===== src/hw/rtl/iira_pkg.sv =====
// ----------------------------------------------------------------------------
// iira_pkg
// Shared constants, codes and types for the indexed insert/remove array unit.
// ----------------------------------------------------------------------------
package iira_pkg;

  localparam int DEPTH = 256;
  localparam int WIDTH = 32;

  localparam int ADDR_W  = $clog2(DEPTH);
  localparam int CNT_W   = $clog2(DEPTH + 1);

  // fixed field widths of the channels
  localparam int OPCODE_W = 3;
  localparam int POS_W    = 10;
  localparam int VALUE_W  = 32;
  localparam int STATUS_W = 2;
  localparam int COUNT_W  = 9;

  // signed compare width covering both position and count
  localparam int CMP_W = ((CNT_W > POS_W) ? CNT_W : POS_W) + 1;

  localparam logic [OPCODE_W-1:0] OP_READ      = 3'd0;
  localparam logic [OPCODE_W-1:0] OP_APPEND    = 3'd1;
  localparam logic [OPCODE_W-1:0] OP_REM_LAST  = 3'd2;
  localparam logic [OPCODE_W-1:0] OP_INSERT    = 3'd3;
  localparam logic [OPCODE_W-1:0] OP_REMOVE_AT = 3'd4;

  typedef enum logic [STATUS_W-1:0] {
    ST_OK    = 2'd0,
    ST_RANGE = 2'd1,
    ST_EMPTY = 2'd2,
    ST_FULL  = 2'd3
  } status_t;

  typedef struct packed {
    logic [OPCODE_W-1:0]     opcode;
    logic signed [POS_W-1:0] position;
    logic [VALUE_W-1:0]      value_in;
  } req_t;

  typedef struct packed {
    logic [VALUE_W-1:0] value_out;
    status_t            status;
    logic [COUNT_W-1:0] count_out;
  } rsp_t;

  typedef struct packed {
    logic              we;
    logic [ADDR_W-1:0] waddr;
    logic [WIDTH-1:0]  wdata;
    logic              re;
    logic [ADDR_W-1:0] raddr;
  } mem_req_t;

endpackage


===== src/hw/rtl/iira_ctrl.sv =====
// ----------------------------------------------------------------------------
// iira_ctrl
// Sequencer: index checks, then one memory move per cycle through the shared
// read/write path, holding the count and the result of the current beat.
// ----------------------------------------------------------------------------
module iira_ctrl (
  input  logic               clk,
  input  logic               rst,
  input  logic               accept,
  input  iira_pkg::req_t     req,
  output logic               idle,
  output logic               done,
  input  logic               done_take,
  output iira_pkg::rsp_t     rsp,
  output iira_pkg::mem_req_t mem_req,
  input  logic [iira_pkg::WIDTH-1:0] rdata
);
  import iira_pkg::*;

  typedef enum logic [5:0] {
    S_IDLE  = 6'b000001,
    S_CHECK = 6'b000010,
    S_SHIFT = 6'b000100,
    S_DRAIN = 6'b001000,
    S_PUT   = 6'b010000,
    S_DONE  = 6'b100000
  } state_t;

  state_t                  state;
  logic [CNT_W-1:0]        cnt;
  logic [OPCODE_W-1:0]     op;
  logic signed [POS_W-1:0] pos;
  logic [WIDTH-1:0]        val;
  logic [WIDTH-1:0]        res;
  status_t                 status;
  logic [ADDR_W-1:0]       src;
  logic [ADDR_W-1:0]       last_src;
  logic [ADDR_W-1:0]       pend_addr;
  logic [ADDR_W-1:0]       put_addr;
  logic                    step_up;
  logic                    cap_first;
  logic                    first;
  logic                    pend_wr;
  logic                    cap_pend;
  logic                    do_put;

  logic signed [CMP_W-1:0] pos_x;
  logic signed [CMP_W-1:0] cnt_x;
  logic signed [CMP_W-1:0] rd_idx;
  logic [CNT_W-1:0]        cnt_m1;
  logic                    bad_read;
  logic                    bad_ins;
  logic                    bad_rem;
  logic                    full;

  always_comb begin
    pos_x    = CMP_W'(pos);
    cnt_x    = CMP_W'(cnt);
    cnt_m1   = cnt - 1'b1;
    rd_idx   = (pos_x < 0) ? (pos_x + cnt_x) : pos_x;
    bad_read = (pos_x < -cnt_x) || (pos_x >= cnt_x);
    bad_ins  = (pos_x < 0) || (pos_x > cnt_x);
    bad_rem  = (pos_x < 0) || (pos_x >= cnt_x);
    full     = (cnt >= CNT_W'(DEPTH));
  end

  always_comb begin
    mem_req       = '0;
    mem_req.wdata = rdata;
    mem_req.raddr = src;
    mem_req.waddr = pend_addr;
    case (state)
      S_SHIFT: begin
        mem_req.re = 1'b1;
        mem_req.we = pend_wr;
      end
      S_DRAIN: begin
        mem_req.we = pend_wr;
      end
      S_PUT: begin
        mem_req.we    = 1'b1;
        mem_req.waddr = put_addr;
        mem_req.wdata = val;
      end
      default: begin
      end
    endcase
  end

  assign idle = (state == S_IDLE);
  assign done = (state == S_DONE);

  always_comb begin
    rsp.value_out = VALUE_W'(res);
    rsp.status    = status;
    rsp.count_out = COUNT_W'(cnt);
  end

  always_ff @(posedge clk) begin
    if (rst) begin
      state    <= S_IDLE;
      cnt      <= '0;
      pend_wr  <= 1'b0;
      cap_pend <= 1'b0;
    end else begin
      case (state)
        S_IDLE: begin
          if (accept) begin
            op    <= req.opcode;
            pos   <= req.position;
            val   <= WIDTH'(req.value_in);
            state <= S_CHECK;
          end
        end
        S_CHECK: begin
          res      <= '0;
          status   <= ST_OK;
          first    <= 1'b1;
          pend_wr  <= 1'b0;
          cap_pend <= 1'b0;
          do_put   <= 1'b0;
          case (op)
            OP_READ: begin
              if (bad_read) begin
                status <= ST_RANGE;
                state  <= S_DONE;
              end else begin
                src       <= ADDR_W'(rd_idx);
                last_src  <= ADDR_W'(rd_idx);
                step_up   <= 1'b1;
                cap_first <= 1'b1;
                state     <= S_SHIFT;
              end
            end
            OP_APPEND: begin
              if (full) begin
                status <= ST_FULL;
                state  <= S_DONE;
              end else begin
                put_addr <= ADDR_W'(cnt);
                cnt      <= cnt + 1'b1;
                state    <= S_PUT;
              end
            end
            OP_REM_LAST: begin
              if (cnt == '0) begin
                status <= ST_EMPTY;
                state  <= S_DONE;
              end else begin
                src       <= ADDR_W'(cnt_m1);
                last_src  <= ADDR_W'(cnt_m1);
                step_up   <= 1'b1;
                cap_first <= 1'b1;
                cnt       <= cnt_m1;
                state     <= S_SHIFT;
              end
            end
            OP_INSERT: begin
              if (bad_ins) begin
                status <= ST_RANGE;
                state  <= S_DONE;
              end else if (full) begin
                status <= ST_FULL;
                state  <= S_DONE;
              end else begin
                put_addr <= ADDR_W'(pos_x);
                cnt      <= cnt + 1'b1;
                if (pos_x == cnt_x) begin
                  state <= S_PUT;
                end else begin
                  // move top element down to pos one slot up, then drop value in
                  src       <= ADDR_W'(cnt_m1);
                  last_src  <= ADDR_W'(pos_x);
                  step_up   <= 1'b0;
                  cap_first <= 1'b0;
                  do_put    <= 1'b1;
                  state     <= S_SHIFT;
                end
              end
            end
            OP_REMOVE_AT: begin
              if (bad_rem) begin
                status <= ST_RANGE;
                state  <= S_DONE;
              end else begin
                src       <= ADDR_W'(pos_x);
                last_src  <= ADDR_W'(cnt_m1);
                step_up   <= 1'b1;
                cap_first <= 1'b1;
                cnt       <= cnt_m1;
                state     <= S_SHIFT;
              end
            end
            default: begin
              state <= S_DONE;
            end
          endcase
        end
        S_SHIFT: begin
          // read data of the previous cycle is either the result or a move
          if (cap_pend) begin
            res <= rdata;
          end
          cap_pend  <= first && cap_first;
          pend_wr   <= !(first && cap_first);
          pend_addr <= step_up ? (src - 1'b1) : (src + 1'b1);
          first     <= 1'b0;
          if (src == last_src) begin
            state <= S_DRAIN;
          end else begin
            src <= step_up ? (src + 1'b1) : (src - 1'b1);
          end
        end
        S_DRAIN: begin
          if (cap_pend) begin
            res <= rdata;
          end
          pend_wr  <= 1'b0;
          cap_pend <= 1'b0;
          state    <= do_put ? S_PUT : S_DONE;
        end
        S_PUT: begin
          state <= S_DONE;
        end
        S_DONE: begin
          if (done_take) begin
            state <= S_IDLE;
          end
        end
        default: begin
          state <= S_IDLE;
        end
      endcase
    end
  end

  a_idle_no_write: assert property (@(posedge clk) disable iff (rst)
    (state == S_IDLE) |-> !mem_req.we)
    else $error("memory write while idle");

  a_cnt_bound: assert property (@(posedge clk) disable iff (rst)
    cnt <= CNT_W'(DEPTH))
    else $error("element count above capacity");

  a_move_no_overlap: assert property (@(posedge clk) disable iff (rst)
    (state == S_SHIFT && pend_wr) |-> (pend_addr != src))
    else $error("shift writes the slot it reads");

  a_take_to_idle: assert property (@(posedge clk) disable iff (rst)
    (done && done_take) |=> (state == S_IDLE))
    else $error("sequencer did not return to idle after result");

endmodule


===== config.mk =====
export PLATFORM = sky130hd
export DESIGN_NAME = iira_ctrl
export DESIGN_NICKNAME = d
export VERILOG_FILES = /design/src/hw/rtl/iira_pkg.sv /design/src/hw/rtl/iira_ctrl.sv
export SDC_FILE = /design/constraint.sdc
export NUM_CORES = 1
export LEC_CHECK = 0
export ABC_AREA = 1
export BUFFER_PORTS_ARGS = -buffer_cell sky130_fd_sc_hd__buf_2
export CELL_PAD_IN_SITES_DETAIL_PLACEMENT = 0
export CELL_PAD_IN_SITES_GLOBAL_PLACEMENT = 1
export CORE_MARGIN = 8
export CORE_UTILIZATION = 40
export DETAILED_ROUTE_END_ITERATION = 16
export PLACE_DENSITY = 0.76
export SLEW_MARGIN = 20
export SYNTH_ARGS = -nofsm -noshare
export SYNTH_HDL_FRONTEND = slang
export SYNTH_SLANG_ARGS = --single-unit

===== constraint.sdc =====
create_clock -name clk -period 6.74 [get_ports clk]
set_clock_uncertainty 0.2 [all_clocks]
set_input_delay 1.011 -clock clk [delete_from_list [all_inputs] [get_ports clk]]
set_output_delay 1.011 -clock clk [all_outputs]
set_load 0.01 [all_outputs]

==> results of run 1 <==
power by group through the flow:
stage | Combinational, W | Clock (W) | Sequential [W]
2_1_floorplan | 0.000537 | 0 | 0.00111
3_3_place_gp | 0.000775 | 0 | 0.00112
3_5_place_dp | 0.000772 | 0 | 0.00112
4_1_cts | 0.000776 | 0.000915 | 0.00110
5_1_grt | 0.000882 | 0.000949 | 0.00112
6_report | 0.000772 | 0.000896 | 0.00110
kinds of logic (layout without fill, tap and decap cells):
family | after synthesis | count (layout) | synth area share, %
AND/OR/NAND/NOR | 331 | 331 | 19.6
AO/OA/AOI/OAI | 131 | 131 | 10.3
flip-flops | 131 | 131 | 52.4
XOR/XNOR | 35 | 35 | 4.26
buffers and inverters | 138 | 325 | 7.47
adder cells (fa/ha/maj) | 34 | 34 | 6.02
metrics by stage:
step	setup WS, ns	hold WS [ns]	instances	area, um^2
after floorplan	1.68	0.239	800	7190
after global placement	3.06	0.251	1184	8290
after detailed placement	2.96	0.257	1184	8290
after CTS	2.94	0.264	1216	8870
after global routing	2.56	0.292	1216	8870
final	2.93	0.263	1216	8870
worst paths after layout:
| check | end | from | depth (start not counted) |
|---|---|---|---|
| worst max-delay path | last_src[2] | cnt[0] | 17 |
| worst min-delay path | cap_pend | cap_pend | 2 |
| worst max register to register | last_src[2] | cnt[0] | 17 |
| worst min register to register | cap_pend | cap_pend | 2 |
registers in the layout, summed over array words and instances (netlist names), 8 cells and up:
register	cells
cnt	9
last_src	8
pend_addr	8
pos	10
put_addr	8
res	32
src	8
val	32
per-layer routing:
metal | GRT usage (%) | part of all wire (%) | vias to the layer above
met3 | 4.57 | 7.3 | 28
met1 | 21.3 | 44 | 2642
li1 | - | - | 3023
met4 | 6.75 | 2.2 | 0
met5 | 0 | 0 | -
met2 | 28.0 | 46 | 184
placed cells by master, fill, tap and decap left out, types with 6 or more instances in the layout:
cell / Yosys / layout
nand2_1: 181 / 181
nor3_1: 15 / 13
xor2_1: 27 / 27
inv_1: 99 / 99
inv_2: 12 / 12
a41oi_1: 6 / 6
nand3_1: 29 / 29
xnor2_1: 8 / 8
edfxtp_1: 114 / 114
buf_2: 9 / 175
nand4_1: 7 / 7
inv_6: 0 / 7
a21oi_1: 29 / 28
dfxtp_1: 17 / 17
nor2_1: 80 / 80
ha_1: 33 / 33
o21ai_0: 72 / 72
clkbuf_16: 0 / 17
layout make-up:
class	instances	share of cell area, %
flip-flops and latches	131	42.4
multi-input cells	531	32.8
repair buffers	179	10.2
inverters	114	4.82
clock buffers	17	4.79
well taps	229	3.23
clock inverters	15	1.75
worst reg2reg max path: cells and delay by family (launching register included):
| kind | cells | cell delay (ns) |
|---|---|---|
| buf+inv | 2 | 0.21 |
| simple gates | 12 | 1.73 |
| flops | 1 | 0.45 |
| fa+ha+maj | 3 | 0.83 |
==> impl_metrics.tcl, run 1 <==
set metrics [dict create \
    drive_gt1_share_pct 24.6 \
    first_pass_iters 5 \
    cts.sinks 131 \
    power.density_nw_per_um2 312 \
    drc 0 \
    hold_class "register to register" \
    place_congestion 0.863 \
    clk_latency_ns 0.42 \
    cts_root_buf "clkbuf_16" \
    peakVddDrop_v 0.000186 \
    diodes 0 \
    critPathMostFrequentCell "nand2_1" \
    post-route-period-util_pct 56.6 \
    synth.most_common_cell "nand2_1" \
    max_stage_delay_ns 0.76 \
    seq_area_frac_synth_pct 52.4 \
    dpl.hpwl_mm 15.2 \
    p_sw_share_pct 35.4 \
    fp.dieW_um 150 \
    cp_max_fo 9 \
    cap_violations 0 \
    r2r_slack_ns 2.93 \
    num_rows 49 \
    vias 5877 \
    worstPathCellList "inv_1, ha_1, nand2_1, nor2_1, ha_1, inv_1, ha_1, nand2_1, nor2_1, nand3_1, nand3_1, nand2_1, nand2_1, nand2_1, nand2_1, nand2_1, nor4_2" \
    grt_usage_pct 17.1 \
    report.final.slew_viol_count 0 \
    endpoint_kind "register" \
    fmax_ghz 0.262 \
    cts_buffers 17 \
    grt_max_degree 46 \
    crit_required_ns 6.58 \
    syn_inst 800 \
    overflow 0 \
    cpLargestDelayFamily "simple AND/OR/NAND/NOR gates" \
    io_buffers 175 \
    yosysTopAreaCell "edfxtp_1" \
    area_growth_pct 23.4 \
    synth_top_area_share_pct 47.6 \
    yosys-top-cells-area "edfxtp_1 48%, nand2_1 9.5%, ha_1 5.7%, inv_1 5.2%, o21ai_0 5.0%" \
    critPathLaunchType "register" \
    fin_crit_ns 3.81 \
    cts_hold_buffers 0 \
    avgSynthCellArea_um2 8.99 \
    drtIter0Drc 362 \
    syn-num-nets 915 \
    synthTopCellsByCount "181 x nand2_1, 114 x edfxtp_1, 99 x inv_1, 80 x nor2_1, 72 x o21ai_0" \
    crit_type "register to register" \
    synth-async-reset-ratio_pct 0 \
    post_cts_buffers 0 \
    synth.ff_latch_count 131 \
    grt_pass1_vias 5542 \
    initial_core_util_pct 40.4 \
    p_leak_nw 3.97 \
    totalWireLength_mm 19.5 \
    synth_edf_count 114 \
    nNetsFinal 1089 \
    yosys_warnings 0 \
    core_area_um2 17800 \
    grt_setup_unrepaired "false" \
    wire_per_inst_um 16.0 \
    antenna_left 0 \
    boundaryPins 176 \
    post_cts_resized 0 \
    hold_violations 0 \
    worst_pin_slew_ns 1.07 \
    die_y_um 150 \
    grt_pass1_wl_mm 29.8 \
    combPwrFrac_pct 27.9 \
    cts.clk_slew.worst_paths_ns 0.07 \
    dieArea_um2 22500 \
    yosys_most_used_dff "edfxtp_1" \
    outcome "complete, no violations" \
    seq_area_um2 3760 \
    cp.buffers_inverters 2 \
    ys_types 39 \
    worstPathArrival_ns 3.65 \
    clkPwrFrac_pct 32.3 \
    pwr-share-seq_pct 39.8 \
    final_core_util_pct 49.9 \
    cts_htree_levels 4 \
    viasPerCell 4.83 \
    fin_total_pwr_w 0.00277 \
    synth_area_um2 7190 \
    switching_power_w 0.000982 \
    antenna_found_initial 0 \
    cts_tree "yes" \
    slowest_stage "nor4_2" \
    max_slew_margin_pct 28.8 \
    fillers 1740 \
    finalSetupTns_ns 0 \
    multi_input_area_um2 2910 \
    finalSetupViolations 0 \
    internal_power_w 0.00179 \
    cts_buffer_depth 2 \
]
(Power assumes the default switching activity.)
==> run 2, diff against run 1 <==
Settings changed: CORE_UTILIZATION 40 to 36, PLACE_DENSITY 0.76 to 0.72.
Clock period 6.74 ns to 3.5 ns, I/O delays scaled along.
==> impl_metrics.tcl, run 2 (synthesis results as in run 1) <==
set metrics [dict create \
    outcome "complete, no violations" \
    grt_setup_unrepaired "false" \
    grt_max_degree 57 \
    critPathMostFrequentCell "nand2_1" \
    endpoint_kind "register" \
    drc 0 \
    peakVddDrop_v 0.000343 \
    cap_violations 0 \
    totalWireLength_mm 19.9 \
    hold_class "input port to register" \
    post-place-ws_ns 0.292 \
    finalSetupTns_ns 0 \
    grt_pass1_vias 5734 \
    final_cells 1259 \
    cts_tree "yes" \
    crit_required_ns 3.43 \
    cts.sinks 131 \
    reg_top3 "res x32, val x32, pos x10" \
    r2r-start "cnt[1]" \
    diodes 0 \
    p_leak_nw 4.00 \
    io_buffers 175 \
    drive_gt1_share_pct 25.3 \
    worstPathArrival_ns 3.08 \
    worst_pin_slew_ns 0.707 \
    fp.dieW_um 157 \
    dieArea_um2 24700 \
    boundaryPins 176 \
    cts_root_buf "clkbuf_16" \
    cts.clk_slew.worst_paths_ns 0.07 \
    clk_latency_ns 0.42 \
    cts_buffer_depth 2 \
    grt_pass1_wl_mm 30.8 \
    holdPathStages 1 \
    cp_max_fo 9 \
    report.final.slew_viol_count 0 \
    num_rows 51 \
    place_congestion 0.873 \
    hold_violations 0 \
    power.density_nw_per_um2 597 \
    dpl.hpwl_mm 15.9 \
    die_y_um 157 \
    crit_start "cnt[1]" \
    nNetsFinal 1096 \
    max_stage_delay_ns 0.40 \
    wire_per_inst_um 15.8 \
    multi_input_area_um2 2920 \
    finalSetupViolations 0 \
    fin_ws_ns 0.342 \
    core_area_um2 19500 \
    fmax_ghz 0.317 \
    slowest_stage "dfxtp_1" \
    seq_area_um2 3760 \
    overflow 0 \
    dp.cells 1227 \
    initial_core_util_pct 36.8 \
    fillers 1952 \
    antenna_found_initial 0 \
    layout_common_cells "181 x nand2_1, 175 x buf_2, 114 x edfxtp_1" \
    fin_crit_ns 3.16 \
    worstPathCellList "inv_2, ha_1, nand2_1, nor2_1, ha_1, inv_1, ha_1, nand2_1, nor2_1, nand3_1, nand3_1, nand2_1, nand2_1, nand2_1, nand2_1, nand2_1, nor4_2, buf_4" \
    reg2reg_depth 18 \
    viasPerCell 4.67 \
    drtIter0Drc 350 \
    post_cts_buffers 0 \
    cts_hold_buffers 0 \
    final_common_cell "nand2_1" \
    critPathLaunchType "register" \
    crit_type "register to register" \
    post-route-period-util_pct 90.2 \
    cts_buffers 17 \
    first_pass_iters 5 \
    antenna_left 0 \
    cts_htree_levels 4 \
    vias 5876 \
    area_growth_pct 24.9 \
    grt_usage_pct 16.3 \
    max_slew_margin_pct 52.7 \
    min_from "req[13]" \
]
==> run 2: final cells by class <==
class / count / share of cell area (%)
multi-input cells: 531 / 32.5
flip-flops and latches: 131 / 41.9
clock buffers: 17 / 4.74
inverters: 114 / 4.76
repair buffers: 186 / 10.7
clock inverters: 15 / 1.77
well taps: 265 / 3.69
==> run 2: path summary, 6_finish.rpt <==
| check | end | slack (ns) |
|---|---|---|
| max | last_src[3] | 0.34 |
| min | val[13] | 0.07 |
| max reg2reg | last_src[3] | 0.34 |
| min reg2reg | cap_pend | 0.27 |
==> run 2: metal layers <==
layer	vias up	wire length [um]	GRT usage, %
li1	3043	-	-
met1	2647	8860	20.2
met2	162	9550	27.7
met3	24	1170	3.56
met4	0	344	5.26
met5	-	0	0
==> run 2: where the power goes <==
part | internal (W) | switching [W]
registers | 0.00199 | 0.000139
logic | 0.000522 | 0.000992
clock network | 0.000953 | 0.000769
==> run 2: what timing repair did <==
action	in CTS	in global routing
endpoints found under the hold margin	0	0
endpoints found under the setup margin	0	17
gates resized for setup	0	1
==> run 2: through the flow <==
stage	utilization (%)	instance area (um^2)	hold slack (ns)	power, W
floorplan	-	7200	0.239	0.00318
global placement	43.0	8400	0.254	0.00367
detailed placement	43.0	8400	0.257	0.00368
CTS	46.0	8980	0.0522	0.00541
global route	46.0	8980	0.0494	0.00572
finish	46.0	8980	0.0722	0.00536
==> run 2: critical path: cells and delay by family, from the launching register on <==
kind | cells | cell delay [ns]
and+or+nand+nor | 12 | 1.09
adders and majority gates | 3 | 0.80
DFF | 1 | 0.40
buffers and inverters | 3 | 0.36
